===== src/rtl/drdm_pkg.sv =====
// ----------------------------------------------------------------------------
// drdm_pkg
// Shared types and constants for the dual ring deque mover.
// ----------------------------------------------------------------------------
package drdm_pkg;

	// Default sizes, handed to the top level parameters
	localparam int CAPACITY_DEF  = 64;
	localparam int WORD_BITS_DEF = 32;

	// Fixed port widths
	localparam int VALUE_W = 32;
	localparam int LEN_W   = 7;
	localparam int OP_W    = 2;
	localparam int CMD_W   = 4;

	// Operation codes
	localparam logic [OP_W-1:0] OP_PUSH = 2'd0;
	localparam logic [OP_W-1:0] OP_POP  = 2'd1;
	localparam logic [OP_W-1:0] OP_MOVE = 2'd2;

	// Command bit positions
	localparam int CMD_SRC_RIGHT = 3;
	localparam int CMD_POP_BACK  = 2;
	localparam int CMD_DST_RIGHT = 1;
	localparam int CMD_PUSH_BACK = 0;

	// Controller states
	typedef enum logic {
		ST_IDLE,
		ST_EXEC
	} state_t;

	// Per-deque request for one transaction
	typedef struct packed {
		logic pop;
		logic pop_back;
		logic push;
		logic push_back;
	} deq_req_t;

endpackage


===== src/rtl/drdm_ram.sv =====
// ----------------------------------------------------------------------------
// drdm_ram
// Generic single-clock RAM: one write port, one read port, registered read.
// ----------------------------------------------------------------------------
module drdm_ram #(
	parameter int WIDTH = 32,
	parameter int DEPTH = 64
) (
	input  logic                     clk,
	input  logic                     we,
	input  logic [$clog2(DEPTH)-1:0] waddr,
	input  logic [WIDTH-1:0]         wdata,
	input  logic                     re,
	input  logic [$clog2(DEPTH)-1:0] raddr,
	output logic [WIDTH-1:0]         rdata
);

	logic [WIDTH-1:0] mem [DEPTH];

	// Write port
	always_ff @(posedge clk) begin
		if (we) begin
			mem[waddr] <= wdata;
		end
	end

	// Registered read port
	always_ff @(posedge clk) begin
		if (re) begin
			rdata <= mem[raddr];
		end
	end

endmodule


===== src/rtl/drdm_deque.sv =====
// ----------------------------------------------------------------------------
// drdm_deque
// One circular deque: front/back pointers, element count and its storage RAM.
// A transaction may pop, then push, on the same deque in one commit.
// ----------------------------------------------------------------------------
module drdm_deque #(
	parameter int CAPACITY  = drdm_pkg::CAPACITY_DEF,
	parameter int WORD_BITS = drdm_pkg::WORD_BITS_DEF,
	localparam int PTR_W    = $clog2(CAPACITY),
	localparam int CNT_W    = $clog2(CAPACITY + 1)
) (
	input  logic                     clk,
	input  logic                     arst_n,
	// read request, issued when the transaction is accepted
	input  logic                     rd_en,
	input  logic                     rd_back,
	output logic [WORD_BITS-1:0]     rd_data,
	// update, once the transaction executes
	input  logic                     commit,
	input  drdm_pkg::deq_req_t       req,
	input  logic [WORD_BITS-1:0]     push_data,
	output logic [CNT_W-1:0]         count,
	output logic [CNT_W-1:0]         count_next
);

	localparam logic [PTR_W-1:0] PTR_LAST = PTR_W'(CAPACITY - 1);
	localparam logic [CNT_W-1:0] CNT_FULL = CNT_W'(CAPACITY);

	logic [PTR_W-1:0] front_q, back_q;
	logic [CNT_W-1:0] count_q;

	logic [PTR_W-1:0] front_p, back_p;     // after pop
	logic [CNT_W-1:0] count_p;
	logic [PTR_W-1:0] front_n, back_n;     // after push
	logic [CNT_W-1:0] count_n;
	logic [PTR_W-1:0] wr_idx;
	logic [PTR_W-1:0] rd_addr;

	function automatic logic [PTR_W-1:0] ptr_next(input logic [PTR_W-1:0] p);
		return (p == PTR_LAST) ? '0 : p + PTR_W'(1);
	endfunction

	function automatic logic [PTR_W-1:0] ptr_prev(input logic [PTR_W-1:0] p);
		return (p == '0) ? PTR_LAST : p - PTR_W'(1);
	endfunction

	// Pop step; caller only pops a non-empty deque
	always_comb begin
		front_p = front_q;
		back_p  = back_q;
		count_p = count_q;
		if (req.pop) begin
			if (count_q <= CNT_W'(1)) begin
				count_p = '0;
			end else begin
				count_p = count_q - CNT_W'(1);
				if (req.pop_back) begin
					back_p = ptr_prev(back_q);
				end else begin
					front_p = ptr_next(front_q);
				end
			end
		end
	end

	// Push step on the post-pop state; a full deque drops the far end
	always_comb begin
		front_n = front_p;
		back_n  = back_p;
		count_n = count_p;
		wr_idx  = req.push_back ? back_p : front_p;
		if (req.push) begin
			if (count_p == '0) begin
				count_n = CNT_W'(1);
			end else if (req.push_back) begin
				wr_idx = ptr_next(back_p);
				if (count_p >= CNT_FULL) begin
					front_n = ptr_next(front_p);
				end else begin
					count_n = count_p + CNT_W'(1);
				end
			end else begin
				wr_idx = ptr_prev(front_p);
				if (count_p >= CNT_FULL) begin
					back_n = ptr_prev(back_p);
				end else begin
					count_n = count_p + CNT_W'(1);
				end
			end
			if (req.push_back) begin
				back_n = wr_idx;
			end else begin
				front_n = wr_idx;
			end
		end
	end

	// Pointer and count registers
	always_ff @(posedge clk or negedge arst_n) begin
		if (!arst_n) begin
			front_q <= '0;
			back_q  <= '0;
			count_q <= '0;
		end else if (commit) begin
			front_q <= front_n;
			back_q  <= back_n;
			count_q <= count_n;
		end
	end

	assign rd_addr    = rd_back ? back_q : front_q;
	assign count      = count_q;
	assign count_next = count_n;

	drdm_ram #(
		.WIDTH (WORD_BITS),
		.DEPTH (CAPACITY)
	) u_store (
		.clk   (clk),
		.we    (commit & req.push),
		.waddr (wr_idx),
		.wdata (push_data),
		.re    (rd_en),
		.raddr (rd_addr),
		.rdata (rd_data)
	);

endmodule


===== config.mk =====
export PLATFORM = sky130hd
export DESIGN_NAME = drdm_deque
export DESIGN_NICKNAME = d
export VERILOG_FILES = /design/src/rtl/drdm_pkg.sv /design/src/rtl/drdm_ram.sv /design/src/rtl/drdm_deque.sv
export SDC_FILE = /design/constraint.sdc
export NUM_CORES = 2
export LEC_CHECK = 0
export BUFFER_PORTS_ARGS = -buffer_cell sky130_fd_sc_hd__buf_2
export CAP_MARGIN = 20
export CORE_MARGIN = 2
export CORE_UTILIZATION = 63
export DETAILED_ROUTE_END_ITERATION = 16
export GPL_ROUTABILITY_DRIVEN = 0
export PLACE_DENSITY = 0.82
export SETUP_SLACK_MARGIN = 0.4
export SLEW_MARGIN = 30
export SYNTH_ARGS = -nofsm -noshare
export SYNTH_HDL_FRONTEND = slang
export SYNTH_SLANG_ARGS = --single-unit
export TNS_END_PERCENT = 5

===== constraint.sdc =====
create_clock -name clk -period 8.6 [get_ports clk]
set_input_delay 0.86 -clock clk [delete_from_list [all_inputs] [get_ports clk]]
set_output_delay 0.86 -clock clk [all_outputs]
set_load 0.01 [all_outputs]

==> qor.txt <==
final setup TNS: 0 ns
Max Clk Rate: 0.1615 GHz
die height: 367.2 um
CTS Root Cell: clkbuf_16
initial antenna violation count: 1
Post-DRT Antenna Nets: 0
crit-path cells: or4_4, o311ai_4, mux2i_1, ha_1, nand2_1, or4_1, nand2_1, a21oi_2, o311ai_4, nand4_4, nor4_4, buf_4
pwr/cell area: 290.8 mW/mm^2
fin. max-slew vios: 0
Synth top area share: 0.7514
drt pass-1 iters: 7
Place WS: 2.536 ns
vias after detailed routing: 46,343
FF/Latch Area: 0.06294 sq mm
width of the die: 367.2 um
Final #Nets: 4,366
largest net degree at the start of global routing: 160
minimum clock period: 6.193 ns
Logic pwr share: 0.245
WL/cell: 37.06 um
Yosys cell types: 95
drt via density: 7.433
sequential-to-total area share from yosys stat: 0.7572
vias in the first global route: 46,600
I/O Buffers: 86
Setup crit end kind: register
ys async rst share: 0.009052
final worst-path cycle share: 0.7201
H-tree levels: 4
dominant cells by area after synthesis: edfxtp_1 75%, mux4_2 14%, nand2_1 2.5%, a311oi_1 0.93%, nand3_1 0.81%
clock skew: 0.06269 ns
Final setup viols: 0
I/O pin count: 87
Final Hold Vio Count: 0
CTS Buffer Depth: 3
synthesized area: 0.08312 sq mm
RSZ-0062 raised after global routing: false
Hold-fix buffers, CTS: 1
DRC viols: 0
fill cell count: 7,072
sequential share of power: 0.435
final WL: 231.1 mm
Cells after Synth: 4,171
clock network power share: 0.321
worst slew pin tran: 1.094 ns
Max Cap Violations: 0
VDD IR-drop max: 253.2 uV
Psw: 8.260 mW
max_slew headroom: 0.2706
CP max FO: 23
Tot GR Track Use: 0.3451
Req. time, crit path: 9.08 ns
Buf+Inv Stages, Crit Path: 1
global-route wire length before repair: 331.1 mm
Multi-input gate area: 0.01967 sq mm
TritonCTS clock tree: done
Initial DRC Count: 7,780
post-route cell area: 0.09263 sq mm
family with the most delay on the worst path: simple AND/OR/NAND/NOR gates
Die ar.: 0.1349 sq mm
area grow syn2layout: 11.44%
leading area contributor after synthesis: edfxtp_1
CTS buffer count: 194
Post-synth EDFFs: 2,080
Switching Share: 0.3066
Mapped Nets: 4,223
Slowest-stage cell, CP: nor4_4
synthesized area per cell: 19.93 sq um
setup repair bufs after CTS: 0
Placeable Area: 0.1311 sq mm
layout cell share with drive strength beyond 1: 0.2471
CTS resizes: 0
hpwl dp: 109.1 mm
kind of critical path: reg2reg
yosys warns: 0
Max stage delay on crit path: 0.84 ns
critical path startpoint category: register
Clock Latency Late Sink: 0.88 ns
clk sinks: 2,099
Pint: 18.68 mW
min-delay worst type: in2reg
GR Overflow Total: 0
Reg clk slew, reported paths: 0.07 ns
leakage power: 29.22 nW
Worst Slack Setup Final: 2.407 ns
outcome: finished clean
Synth Flop Type: edfxtp_1
Yosys reg bits: 2,099
initial core utilization: 0.6339
Arr. time, crit path: 6.68 ns
Rows: 133
utilization after layout: 0.7064
dpl cell area: 0.08636 sq mm
==> synth_stat cells, drive strengths merged (5+ instances only) <==
cell	instances
dfrtp	19
a311oi	89
and2	6
ha	11
xnor2	11
mux2i	9
nand3	135
o311ai	5
o31ai	5
nand2	545
buf	103
o211ai	12
nor3	45
mux2	7
nand4	6
o21ai	34
nor2	25
o21a	5
inv	17
xor2	5
a21o	9
and3	83
or3	6
mux4	512
nor4	69
a31oi	45
edfxtp	2080
clkbuf	156
a21oi	45
==> through the flow <==
stage | power, mW | hold slack [ns] | std cells
after floorplan | 16.06 | 0.5644 | 4171
after global placement | 17.97 | 0.6661 | 5869
after detailed placement | 18.14 | 0.6781 | 5871
after CTS | 26.86 | 0.4343 | 6230
after global routing | 27.56 | 0.5055 | 6231
final | 26.94 | 0.4974 | 6235
==> placed cells by master (no fill, tap or decap), types with 11 or more instances in the layout <==
master        n
nand2_1     545
edfxtp_1   2080
buf_2        68
a311oi_1     87
a31oi_1      43
mux4_2      512
clkinv_2     25
clkbuf_1     48
bufinv_16    17
nand3_1     135
a21oi_1      42
ha_1         11
nor2_1       24
and3_1       83
dfrtp_1      19
nor3_1       41
buf_4       125
nor4_4       48
inv_1        16
nor4_2       18
clkbuf_16   199
o21ai_0      28
clkinv_1     53
==> logic make-up after synthesis <==
kind of cell    after synthesis  share of synthesized area
fa+ha+maj                    11                   0.001656
xor+xnor                     16                   0.001776
buf+inv                     278                    0.01428
mux                         528                     0.1408
simple gates                942                    0.05652
flops                      2099                     0.7572
compound gates              297                    0.02780
==> area by class of cell <==
cell class,count,area share
antenna,4,0.0001081
clock buffer,247,0.05570
clock inverter,111,0.01135
inverter,19,0.0007699
multi-input combinational,1794,0.2123
sequential,2099,0.6794
tap,1755,0.02370
timing repair buffer,206,0.01667
==> routing by layer <==
| metal | global-route usage | routed length, um | up-vias | share of wire |
|---|---|---|---|---|
| met5 | 0 | 0 | - | 0 |
| met4 | 0.1939 | 15300 | 0 | 0.066 |
| met3 | 0.07740 | 29240 | 842 | 0.13 |
| met2 | 0.5438 | 111400 | 4516 | 0.48 |
| met1 | 0.4527 | 75120 | 23499 | 0.33 |
| li1 | - | - | 17486 | - |
==> power groups by stage <==
| stage | clock network [mW] | logic (mW) | registers, mW |
|---|---|---|---|
| 2_1_floorplan | 0 | 4.21 | 11.8 |
| 3_3_place_gp | 0 | 6.08 | 11.9 |
| 3_5_place_dp | 0 | 6.24 | 11.9 |
| 4_1_cts | 8.67 | 6.49 | 11.7 |
| 5_1_grt | 9.01 | 6.83 | 11.7 |
| 6_report | 8.64 | 6.59 | 11.7 |
==> flip-flops by register name, indices dropped and copies added (netlist names) <==
signal         cells
back_q             6
count              7
front_q            6
u_store.mem     2048
u_store.rdata     32
==> path summary, 6_finish.rpt <==
check,slack [ns],to,cells after the start,start
max,2.41,u_store.mem[53][6],12,count[3]
max in group asynchronous,7.71,count[3],2,arst_n
min,0.50,u_store.mem[12][4],1,push_data[4]
min in group asynchronous,0.53,front_q[2],2,arst_n
min reg2reg,0.71,front_q[1],2,front_q[1]
max reg2reg,2.41,u_store.mem[53][6],12,count[3]
No activity file was read; power rests on OpenSTA's default activity.
